===== config.mk =====
export PLATFORM = sky130hd
export DESIGN_NAME = svps_ctrl
export DESIGN_NICKNAME = d
export VERILOG_FILES = /design/src/rtl/core/svps_pkg.sv /design/src/rtl/core/svps_ctrl.sv
export SDC_FILE = /design/constraint.sdc
export NUM_CORES = 1
export LEC_CHECK = 0
export BUFFER_PORTS_ARGS = -buffer_cell sky130_fd_sc_hd__buf_2
export CORE_MARGIN = 1
export CORE_UTILIZATION = 56
export CTS_CLUSTER_DIAMETER = 200
export DETAILED_ROUTE_END_ITERATION = 6
export PLACE_DENSITY = 0.88
export REMOVE_ABC_BUFFERS = 1
export SYNTH_ARGS = -nofsm -noshare
export SYNTH_HDL_FRONTEND = slang
export SYNTH_SLANG_ARGS = --single-unit

===== constraint.sdc =====
create_clock -name clk -period 3.8 [get_ports clk]
set_input_delay 0.57 -clock clk [delete_from_list [all_inputs] [get_ports clk]]
set_output_delay 0.57 -clock clk [all_outputs]
set_load 0.05 [all_outputs]

===== src/rtl/core/svps_pkg.sv =====
`timescale 1ns / 1ps
package svps_pkg;

  // Number formats.
  localparam int FRAC_BITS = 32;
  localparam int NORM_FRAC = 28;
  localparam int STEP_BITS = 16;
  localparam int DW        = 64;
  localparam int CFG_W     = 48;
  localparam int CFG_IDX_W = 3;

  localparam logic signed [DW-1:0] LIMIT    = 64'sh3FFF_FFFF_FFFF_FFFF;
  localparam logic signed [DW-1:0] LIM48    = 64'sh0000_7FFF_FFFF_FFFF;
  localparam logic signed [DW-1:0] MIN48    = 64'shFFFF_8000_0000_0000;
  localparam logic signed [DW-1:0] ONE      = 64'sd1 <<< FRAC_BITS;
  localparam logic signed [DW-1:0] NORM_ONE = 64'sd1 <<< NORM_FRAC;
  localparam logic [STEP_BITS-1:0] STEP_MAX = '1;

  // Square root unit sizing: radicand is the value shifted up by FRAC_BITS.
  localparam int RAD_W    = DW + FRAC_BITS;
  localparam int ROOT_W   = RAD_W / 2;
  localparam int REM_W    = ROOT_W + 4;
  localparam int SQ_CNT_W = $clog2(ROOT_W);

  // Register indexes.
  localparam logic [CFG_IDX_W-1:0] REG_SCHEME = 3'd0;
  localparam logic [CFG_IDX_W-1:0] REG_KAPPA  = 3'd1;
  localparam logic [CFG_IDX_W-1:0] REG_THETA  = 3'd2;
  localparam logic [CFG_IDX_W-1:0] REG_SIGMA  = 3'd3;
  localparam logic [CFG_IDX_W-1:0] REG_RHO    = 3'd4;
  localparam logic [CFG_IDX_W-1:0] REG_MU     = 3'd5;
  localparam logic [CFG_IDX_W-1:0] REG_DT     = 3'd6;
  localparam logic [CFG_IDX_W-1:0] REG_SDT    = 3'd7;

  // Schemes.
  localparam logic [1:0] SCH_EULER = 2'd0;
  localparam logic [1:0] SCH_MIL   = 2'd1;
  localparam logic [1:0] SCH_TRUNC = 2'd2;
  localparam logic [1:0] SCH_REFL  = 2'd3;

  // Micro-op kinds.
  localparam logic [3:0] OP_MUL    = 4'd0;
  localparam logic [3:0] OP_SQRT   = 4'd1;
  localparam logic [3:0] OP_ADD    = 4'd2;
  localparam logic [3:0] OP_CFIX   = 4'd3;
  localparam logic [3:0] OP_M1     = 4'd4;
  localparam logic [3:0] OP_MSKIP  = 4'd5;
  localparam logic [3:0] OP_VFIX   = 4'd6;
  localparam logic [3:0] OP_COMMIT = 4'd7;
  localparam logic [3:0] OP_END    = 4'd8;

  // Operand sources.
  localparam logic [4:0] SRC_RHO   = 5'd0;
  localparam logic [4:0] SRC_Z1    = 5'd1;
  localparam logic [4:0] SRC_Z2    = 5'd2;
  localparam logic [4:0] SRC_KAPPA = 5'd3;
  localparam logic [4:0] SRC_THMV  = 5'd4;
  localparam logic [4:0] SRC_DT    = 5'd5;
  localparam logic [4:0] SRC_SDT   = 5'd6;
  localparam logic [4:0] SRC_SIGMA = 5'd7;
  localparam logic [4:0] SRC_MU    = 5'd8;
  localparam logic [4:0] SRC_S     = 5'd9;
  localparam logic [4:0] SRC_V     = 5'd10;
  localparam logic [4:0] SRC_T0    = 5'd11;
  localparam logic [4:0] SRC_T1    = 5'd12;
  localparam logic [4:0] SRC_W2    = 5'd13;
  localparam logic [4:0] SRC_SV    = 5'd14;
  localparam logic [4:0] SRC_VN    = 5'd15;
  localparam logic [4:0] SRC_SN    = 5'd16;

  // Destinations.
  localparam logic [2:0] DST_T0   = 3'd0;
  localparam logic [2:0] DST_T1   = 3'd1;
  localparam logic [2:0] DST_W2   = 3'd2;
  localparam logic [2:0] DST_SV   = 3'd3;
  localparam logic [2:0] DST_VN   = 3'd4;
  localparam logic [2:0] DST_SN   = 3'd5;
  localparam logic [2:0] DST_VOL  = 3'd6;
  localparam logic [2:0] DST_NONE = 3'd7;

  // Product shifts.
  localparam logic [1:0] SH_F = 2'd0;
  localparam logic [1:0] SH_N = 2'd1;
  localparam logic [1:0] SH_M = 2'd2;

  // Program entry points.
  localparam logic [4:0] PC_STEP    = 5'd0;
  localparam logic [4:0] PC_MIL_END = 5'd21;
  localparam logic [4:0] PC_VOL     = 5'd30;

  typedef struct packed {
    logic [3:0] kind;
    logic [4:0] src_a;
    logic [4:0] src_b;
    logic [1:0] sh;
    logic [2:0] dst;
  } uop_t;

  typedef struct packed {
    uop_t uop;
    logic accept;
    logic exec;
    logic mul_go;
    logic sqrt_go;
    logic load_out;
  } cmd_t;

  typedef struct packed {
    logic mul_done;
    logic sqrt_done;
    logic milstein;
  } stat_t;

  function automatic uop_t mk(input logic [3:0] kind, input logic [4:0] a,
                              input logic [4:0] b, input logic [1:0] sh,
                              input logic [2:0] dst);
    uop_t u;
    u.kind  = kind;
    u.src_a = a;
    u.src_b = b;
    u.sh    = sh;
    u.dst   = dst;
    return u;
  endfunction

  // Step program: correlated noise, variance update, price update, commit, root.
  function automatic uop_t uop_at(input logic [4:0] pc);
    uop_t u;
    case (pc)
      5'd0:  u = mk(OP_MUL, SRC_RHO, SRC_RHO, SH_F, DST_T0);
      5'd1:  u = mk(OP_CFIX, SRC_T0, SRC_T0, SH_F, DST_T0);
      5'd2:  u = mk(OP_SQRT, SRC_T0, SRC_T0, SH_F, DST_T0);
      5'd3:  u = mk(OP_MUL, SRC_T0, SRC_Z2, SH_F, DST_T1);
      5'd4:  u = mk(OP_MUL, SRC_RHO, SRC_Z1, SH_F, DST_T0);
      5'd5:  u = mk(OP_ADD, SRC_T0, SRC_T1, SH_F, DST_W2);
      5'd6:  u = mk(OP_SQRT, SRC_V, SRC_V, SH_F, DST_SV);
      5'd7:  u = mk(OP_MUL, SRC_KAPPA, SRC_THMV, SH_F, DST_T0);
      5'd8:  u = mk(OP_MUL, SRC_T0, SRC_DT, SH_F, DST_T0);
      5'd9:  u = mk(OP_ADD, SRC_V, SRC_T0, SH_F, DST_VN);
      5'd10: u = mk(OP_MUL, SRC_SIGMA, SRC_SV, SH_F, DST_T0);
      5'd11: u = mk(OP_MUL, SRC_T0, SRC_SDT, SH_F, DST_T0);
      5'd12: u = mk(OP_MUL, SRC_T0, SRC_W2, SH_N, DST_T0);
      5'd13: u = mk(OP_ADD, SRC_VN, SRC_T0, SH_F, DST_VN);
      5'd14: u = mk(OP_MSKIP, SRC_T0, SRC_T0, SH_F, DST_NONE);
      5'd15: u = mk(OP_MUL, SRC_W2, SRC_W2, SH_N, DST_T0);
      5'd16: u = mk(OP_M1, SRC_T0, SRC_T0, SH_F, DST_T0);
      5'd17: u = mk(OP_MUL, SRC_SIGMA, SRC_SIGMA, SH_F, DST_T1);
      5'd18: u = mk(OP_MUL, SRC_T1, SRC_DT, SH_F, DST_T1);
      5'd19: u = mk(OP_MUL, SRC_T1, SRC_T0, SH_M, DST_T0);
      5'd20: u = mk(OP_ADD, SRC_VN, SRC_T0, SH_F, DST_VN);
      5'd21: u = mk(OP_VFIX, SRC_VN, SRC_VN, SH_F, DST_VN);
      5'd22: u = mk(OP_MUL, SRC_MU, SRC_S, SH_F, DST_T0);
      5'd23: u = mk(OP_MUL, SRC_T0, SRC_DT, SH_F, DST_T0);
      5'd24: u = mk(OP_ADD, SRC_S, SRC_T0, SH_F, DST_SN);
      5'd25: u = mk(OP_MUL, SRC_SV, SRC_S, SH_F, DST_T0);
      5'd26: u = mk(OP_MUL, SRC_T0, SRC_SDT, SH_F, DST_T0);
      5'd27: u = mk(OP_MUL, SRC_T0, SRC_Z1, SH_N, DST_T0);
      5'd28: u = mk(OP_ADD, SRC_SN, SRC_T0, SH_F, DST_SN);
      5'd29: u = mk(OP_COMMIT, SRC_SN, SRC_VN, SH_F, DST_NONE);
      5'd30: u = mk(OP_SQRT, SRC_V, SRC_V, SH_F, DST_VOL);
      default: u = mk(OP_END, SRC_V, SRC_V, SH_F, DST_NONE);
    endcase
    return u;
  endfunction

endpackage


===== src/rtl/core/svps_ctrl.sv =====
`timescale 1ns / 1ps
module svps_ctrl (
  input  logic            clk,
  input  logic            rst_n,
  input  logic            in_valid,
  input  logic            in_req_type,
  output logic            in_stall,
  output logic            out_valid,
  input  logic            out_stall,
  input  svps_pkg::stat_t stat,
  output svps_pkg::cmd_t  cmd
);
  import svps_pkg::*;

  localparam logic [1:0] ST_IDLE  = 2'd0;
  localparam logic [1:0] ST_ISSUE = 2'd1;
  localparam logic [1:0] ST_WAIT  = 2'd2;

  logic [1:0] state_r, state_nxt;
  logic [4:0] pc_r, pc_nxt;
  logic       out_valid_r, out_valid_nxt;
  uop_t       op;

  // Sequencer over the micro-program.
  always_comb begin
    op            = uop_at(pc_r);
    cmd           = '0;
    cmd.uop       = op;
    state_nxt     = state_r;
    pc_nxt        = pc_r;
    case (state_r)
      ST_IDLE: begin
        if (in_valid) begin
          cmd.accept = 1'b1;
          pc_nxt     = in_req_type ? PC_STEP : PC_VOL;
          state_nxt  = ST_ISSUE;
        end
      end
      ST_ISSUE: begin
        case (op.kind)
          OP_MUL: begin
            cmd.mul_go = 1'b1;
            state_nxt  = ST_WAIT;
          end
          OP_SQRT: begin
            cmd.sqrt_go = 1'b1;
            state_nxt   = ST_WAIT;
          end
          OP_MSKIP: begin
            pc_nxt = stat.milstein ? pc_r + 5'd1 : PC_MIL_END;
          end
          OP_END: begin
            if (!out_valid_r || !out_stall) begin
              cmd.load_out = 1'b1;
              state_nxt    = ST_IDLE;
            end
          end
          default: begin
            cmd.exec = 1'b1;
            pc_nxt   = pc_r + 5'd1;
          end
        endcase
      end
      ST_WAIT: begin
        if (stat.mul_done || stat.sqrt_done) begin
          pc_nxt    = pc_r + 5'd1;
          state_nxt = ST_ISSUE;
        end
      end
      default: state_nxt = ST_IDLE;
    endcase
    out_valid_nxt = cmd.load_out | (out_valid_r & out_stall);
  end

  always_ff @(posedge clk) begin
    if (!rst_n) begin
      state_r     <= ST_IDLE;
      pc_r        <= '0;
      out_valid_r <= 1'b0;
    end else begin
      state_r     <= state_nxt;
      pc_r        <= pc_nxt;
      out_valid_r <= out_valid_nxt;
    end
  end

  assign in_stall  = (state_r != ST_IDLE);
  assign out_valid = out_valid_r;

endmodule


==> metrics.md, run 1 <==
| Metric | Value |
|---|---|
| Most frequent cells in the layout | buf_2 (32), dfxtp_1 (26), nor2_1 (18) |
| WL final | 4570 µm |
| Flop2flop setup slack | 540 ps |
| # rows | 20 |
| Routability cong. | 0.902 |
| Crit path max fanout | 13 |
| Synth area leader | dfxtp_1 |
| Die area | 3610 µm² |
| Post-CTS Setup Inserts | 0 |
| Unique masters post-synth | 62 |
| EDFF count, synth | 0 |
| Post-cts sizing count | 0 |
| Final hold vios | 0 |
| Vias in the first global route | 1,520 |
| Hold path cells | 3 |
| Peak Freq | 0.307 GHz |
| Reg area | 520 µm² |
| Seq/Total Area, Yosys | 0.276 |
| Root Buffer Master | clkbuf_4 |
| Met1 Wirelength | 1990 µm |
| RSZ-0062 raised after global routing | false |
| Worst Hold Endpoint | out_valid$_SDFF_PN0_ |
| Crit. End Element | flop |
| Post-Syn Area | 1890 µm² |
| DRC viols | 0 |
| Routed WL per cell | 15.5 µm |
| Ant. Diodes | 0 |
| Final Util | 0.671 |
| Ys flop type | dfxtp_1 |
| Worst min-delay path class | in -> reg |
| Status | completed |
| Yosys reg bits | 26 |
| Synth top area share | 0.276 |
| First-pass GRT wire length | 7200 µm |
| Synth async-reset ratio | 0 |
| Die height | 60.1 µm |
| Synthesis Warnings | 0 |
| R2r endpoint | op[13]$_DFF_P_ |
| Largest net degree at the start of global routing | 18 |
| DR WL met3 | 323 µm |
| Layout cells sized above 1 | 0.239 |
| CP Data Required Time | 4050 ps |
| Placeable core area | 3130 µm² |
| First DRT Iteration DRCs | 140 |
| Worst reg2reg startpoint | state_r[1]$_SDFFE_PN0P_ |
| Initial Util | 0.604 |
| Top post-synthesis cells by area | dfxtp_1 (28%), ha_1 (8.6%), mux2i_1 (4.2%) |
| Hold_sp | out_stall |
| Mapped Cells | 225 |
| Max clock buf depth | 2 |
| Worst slew margin relative to its limit | 0.526 |
| GRT Resource Usage Total | 0.271 |
| Placement-stage worst setup slack | 613 ps |
| Met2 wire length | 2190 µm |
| Setup WS post-layout | 541 ps |
| Uppermost layer routed | met4 |
| CTS sink count | 26 |
| Area occupied by multi-input gates | 1240 µm² |
| Via Count | 1,803 |
| Clock Latency Late Sink | 340 ps |
| Part of the cycle the worst path needs | 0.858 |
| Hpwl dp | 3280 µm |
| Die Span X | 60.1 µm |
| Htree depth | 1 |
| Setup_tns | 0 ps |
| DRT antenna net count | 0 |
| Kind of critical path | reg -> reg |
| Mean post-synth cell area | 8.39 µm² |
| Min cycle time layout | 3260 ps |
| CTS tree | yes |
| R2R cell count | 12 |
| Crit path DAT | 3510 ps |
| Clock Skew | 2.98 ps |
| # IOs | 34 |
| Hold_ws | 487 ps |
| Number of port buffers | 32 |
| Antenna violations before repair | 0 |
| Slew Viols, Final | 0 |
| Layout Area Growth over Synthesis | 11.2% |
| Filler instances | 254 |
| Nets@finish | 273 |
| First-pass DRT Iterations | 4 |
| Final Setup Violations | 0 |
| Startpoint Class | flop |
| Post-DR vias/cell | 6.11 |
| Hold Buf Count CTS | 0 |
| Worst-margin pin slew | 710 ps |
| CTS buffer count | 3 |
| Most common library cell in the layout ignoring fill and taps | buf_2 |
| Clock-pin slew on the worst setup and hold paths | 140 ps |
| Max cap viols | 0 |
| Grt total ovfl | 0 |
-- routing by layer --
metal / GRT usage / vias up
met4: 0.0963 / 0
met3: 0.0303 / 7
met2: 0.444 / 76
li1: - / 881
met5: 0 / -
met1: 0.365 / 839
-- state kept, by name, indices dropped and copies added, names as in the netlist --
signal	cells
op	18
out_valid	1
pc_r	5
state_r	2
-- metrics by stage --
stage	std cells	area [µm²]
global route	295	2100
finish	295	2100
floorplan	212	1810
global placement	291	2050
detailed placement	291	2050
CTS	295	2100
-- how the worst max path moves through the flow --
| stage | start | cells past startpoint | to |
|---|---|---|---|
| 4_1_cts | state_r[1]$_SDFFE_PN0P_ | 12 | op[6]$_DFF_P_ |
| 3_5_place_dp | state_r[1]$_SDFFE_PN0P_ | 12 | op[13]$_DFF_P_ |
| 6_report | state_r[1]$_SDFFE_PN0P_ | 12 | op[13]$_DFF_P_ |
| 2_1_floorplan | op[15]$_DFF_P_ | 10 | op[13]$_DFF_P_ |
| 3_3_place_gp | state_r[1]$_SDFFE_PN0P_ | 12 | op[13]$_DFF_P_ |
| 5_1_grt | state_r[1]$_SDFFE_PN0P_ | 12 | op[6]$_DFF_P_ |
-- layout make-up --
class | instances | area share
inverters | 12 | 0.0215
well taps | 44 | 0.0262
multi-input cells | 174 | 0.592
repair buffers | 35 | 0.0870
clock buffers | 3 | 0.0107
flip-flops and latches | 26 | 0.248
clock inverters | 1 | 0.0143
-- cells in the mapped netlist, types with 4 or more instances --
cell type and count:
o32ai_1 4, nand2_1 17, buf_2 6, inv_1 8
buf_4 4, nor3_1 9, a21oi_1 13, a31oi_1 7
o22ai_1 4, mux2i_1 8, nand3_1 6, inv_2 4
dfxtp_1 26, ha_1 13, nor2_1 18, o21ai_0 9
and3_1 4, and2_1 4
-- cell families (layout without fill, tap and decap cells) --
| family | count (synthesis) | after routing | share of synthesized area |
|---|---|---|---|
| xor gates and xnor gates | 2 | 2 | 0.00928 |
| other | 1 | 1 | 0.00199 |
| AOI/OAI and AO/OA | 66 | 66 | 0.266 |
| muxes | 12 | 12 | 0.0683 |
| adders and majority gates | 13 | 13 | 0.0862 |
| DFF | 26 | 26 | 0.276 |
| and+or+nand+nor | 80 | 80 | 0.227 |
| buffers and inverters | 25 | 51 | 0.0656 |
-- worst max-delay path, cell delays in order, from the launching register on --
cell     delay (ps)
dfxtp_1         360
inv_1           110
ha_1            320
or3b_4          470
o22ai_4         180
nor2_2           80
mux2i_1         150
nor2_1          330
inv_2           130
ha_1            470
o31ai_1         280
o21ai_0         100
a22o_1          210
Power of run 1 is not shown: default switching activity piles up to over one toggle a cycle in this logic, so the estimate is an artifact.
==> inputs of run 2 (changes only) <==
- CORE_ASPECT_RATIO: not set -> 0.7
- CORE_UTILIZATION: 56 -> 49
- PLACE_DENSITY: 0.88 -> 0.79
==> run 2 against run 1 <==
  * Via count fell by 0.39%
  * Cell area grew 0.83%
  * Utilization is 8.4 points lower
  * Register-to-register slack worse by 20 ps
  * First-iteration DRC count up 26%
  * Final cell count is 2.4% higher
  * Maximum frequency decreased by 0.55%
  * Non-clock buffer count grew 1
  * Die area increased by 14%
  * Sequential share of layout area down 0.21 points
  * Clock skew grew 2.2 ps
  * Global-route usage down 3.2 points
  * Critical path type unchanged
  * Largest cell class unchanged
==> metrics.md, run 2 (same netlist as run 1, synthesis figures left out) <==
| Metric | Value |
|---|---|
| Status | completed (unchanged) |
| Ant. Diodes | 0 (unchanged) |
| Htree depth | 1 (unchanged) |
| Layout Area Growth over Synthesis | 12.1% (was 11.2%) |
| Hpwl dp | 3360 µm (was 3280 µm) |
| Grt total ovfl | 0 (unchanged) |
| Clock-pin slew on the worst setup and hold paths | 90 ps (was 140 ps) |
| Post-CTS Setup Inserts | 0 (unchanged) |
| Slowest CP cell | ha_1 (was or3b_4) |
| Post-DR vias/cell | 5.95 (was 6.11) |
| Peak Freq | 0.305 GHz (was 0.307 GHz) |
| Die height | 53.9 µm (was 60.1 µm) |
| Max cap viols | 0 (unchanged) |
| Routed WL per cell | 15.1 µm (was 15.5 µm) |
| Largest net degree at the start of global routing | 22 (was 18) |
| Uppermost layer routed | met4 (unchanged) |
| Crit. End Element | flop (unchanged) |
| DRC viols | 0 (unchanged) |
| Setup_tns | 0 ps (unchanged) |
| Antenna violations before repair | 0 (unchanged) |
| Placed insts | 298 (was 291) |
| # IOs | 34 (unchanged) |
| Die Span X | 76.2 µm (was 60.1 µm) |
| Hold_sp | out_valid$_SDFF_PN0_ (was out_stall) |
| Via Count | 1,796 (was 1,803) |
| Die area | 4110 µm² (was 3610 µm²) |
| Met1 Wirelength | 2220 µm (was 1990 µm) |
| WL final | 4570 µm (about the same) |
| Worst slew margin relative to its limit | 0.532 (was 0.526) |
| Placement-stage worst setup slack | 575 ps (was 613 ps) |
| Final hold vios | 0 (unchanged) |
| First-pass GRT wire length | 7650 µm (was 7200 µm) |
| CP Data Required Time | 3970 ps (was 4050 ps) |
| Crit path cell chain | inv_1 > ha_1 > or3b_4 > o22ai_4 > nor2_2 > mux2i_1 > nor2_1 > inv_2 > ha_1 > o31ai_1 > o21ai_0 > a22o_1 (unchanged) |
| Worst-margin pin slew | 702 ps (was 710 ps) |
| CP top delay family | simple AND/OR/NAND/NOR gates (unchanged) |
| Initial Util | 0.524 (was 0.604) |
| Kind of critical path | reg -> reg (unchanged) |
| Root Buffer Master | clkbuf_8 (was clkbuf_4) |
| Most common library cell in the layout ignoring fill and taps | buf_2 (unchanged) |
| Crit path DAT | 3450 ps (was 3510 ps) |
| CP startpoint | state_r[1]$_SDFFE_PN0P_ (unchanged) |
| R2r endpoint | op[13]$_DFF_P_ (unchanged) |
| Final Setup Violations | 0 (unchanged) |
| First-pass DRT Iterations | 5 (was 4) |
| Routability cong. | 0.879 (was 0.902) |
| Flop2flop setup slack | 520 ps (was 540 ps) |
| Clock Skew | 5.15 ps (was 2.98 ps) |
| CTS buffer count | 3 (unchanged) |
| RSZ-0062 raised after global routing | false (unchanged) |
| Met2 wire length | 1800 µm (was 2190 µm) |
| Clock Latency Late Sink | 270 ps (was 340 ps) |
| DR WL met3 | 519 µm (was 323 µm) |
| Number of port buffers | 32 (unchanged) |
| First DRT Iteration DRCs | 177 (was 140) |
| Setup WS post-layout | 523 ps (was 541 ps) |
| Part of the cycle the worst path needs | 0.862 (was 0.858) |
| Critical path capture point | op[13]$_DFF_P_ (unchanged) |
| CTS tree | yes (unchanged) |
| Hold Buf Count CTS | 0 (unchanged) |
| Slew Viols, Final | 0 (unchanged) |
| # rows | 18 (was 20) |
| Crit path max fanout | 13 (unchanged) |
| Most frequent cells in the layout | buf_2 (32), dfxtp_1 (26), nor2_1 (18) (unchanged) |
| Vias in the first global route | 1,579 (was 1,520) |
| Startpoint Class | flop (unchanged) |
| Worst min-delay path class | reg -> reg (was in -> reg) |
| Max FFs per register | 18 (unchanged) |
| GRT Resource Usage Total | 0.239 (was 0.271) |
| Post-cts sizing count | 0 (unchanged) |
| Placeable core area | 3600 µm² (was 3130 µm²) |
| Max stage delay on crit path | 480 ps (was 470 ps) |
| Max clock buf depth | 2 (unchanged) |
| CP bufs+invs | 2 (unchanged) |
| Min cycle time layout | 3280 ps (was 3260 ps) |
| Layout cells sized above 1 | 0.242 (was 0.239) |
| R2R cell count | 12 (unchanged) |
| Most frequent cell on the critical path | ha_1 (unchanged) |
| CTS sink count | 26 (unchanged) |
| DRT antenna net count | 0 (unchanged) |
| Worst reg2reg startpoint | state_r[1]$_SDFFE_PN0P_ (unchanged) |
| Nets@finish | 274 (was 273) |
| Cell Count, Final, Fillers Out | 302 (was 295) |
| Cell depth of the worst setup path | 12 (unchanged) |
==> run 2: final cells by class <==
class,count,area (µm²)
Inverter,12,45.0
Multi-Input combinational cell,174,1240
Timing Repair Buffer,36,190
Clock buffer,4,55.1
Sequential cell,26,520
Tap cell,50,62.6
Fill cell,309,1490
==> run 2: stage by stage <==
stage,hold slack [ps],utilization,instance area [µm²]
5_1_grt,607,0.588,2120
3_5_place_dp,502,0.572,2060
2_1_floorplan,491,-,1810
4_1_cts,517,0.588,2120
3_3_place_gp,498,0.572,2060
6_report,521,0.588,2120
==> run 2: worst register-to-register path, delay by kind of cell (launching register included) <==
family	cells	cell delay (ps)
DFF	1	330
AOI/OAI and AO/OA	4	800
buffers and inverters	2	210
and+or+nand+nor	3	890
adders and majority gates	2	790
muxes	1	150
==> run 2: worst min path at each step <==
stage / endpoint / slack (ps) / depth (start not counted)
2_1_floorplan: pc_r[0]$_SDFFE_PN0N_ / 490 / 2
3_3_place_gp: out_valid$_SDFF_PN0_ / 500 / 2
3_5_place_dp: out_valid$_SDFF_PN0_ / 500 / 2
4_1_cts: out_valid$_SDFF_PN0_ / 520 / 2
5_1_grt: out_valid$_SDFF_PN0_ / 610 / 2
6_report: out_valid$_SDFF_PN0_ / 520 / 2
==> run 2: layer usage <==
| metal | GRT usage | vias to the layer above |
|---|---|---|
| met2 | 0.370 | 112 |
| met3 | 0.0831 | 9 |
| met1 | 0.334 | 803 |
| met5 | 0 | - |
| met4 | 0.0224 | 0 |
| li1 | - | 872 |
Power of run 2 is left out for the same reason.
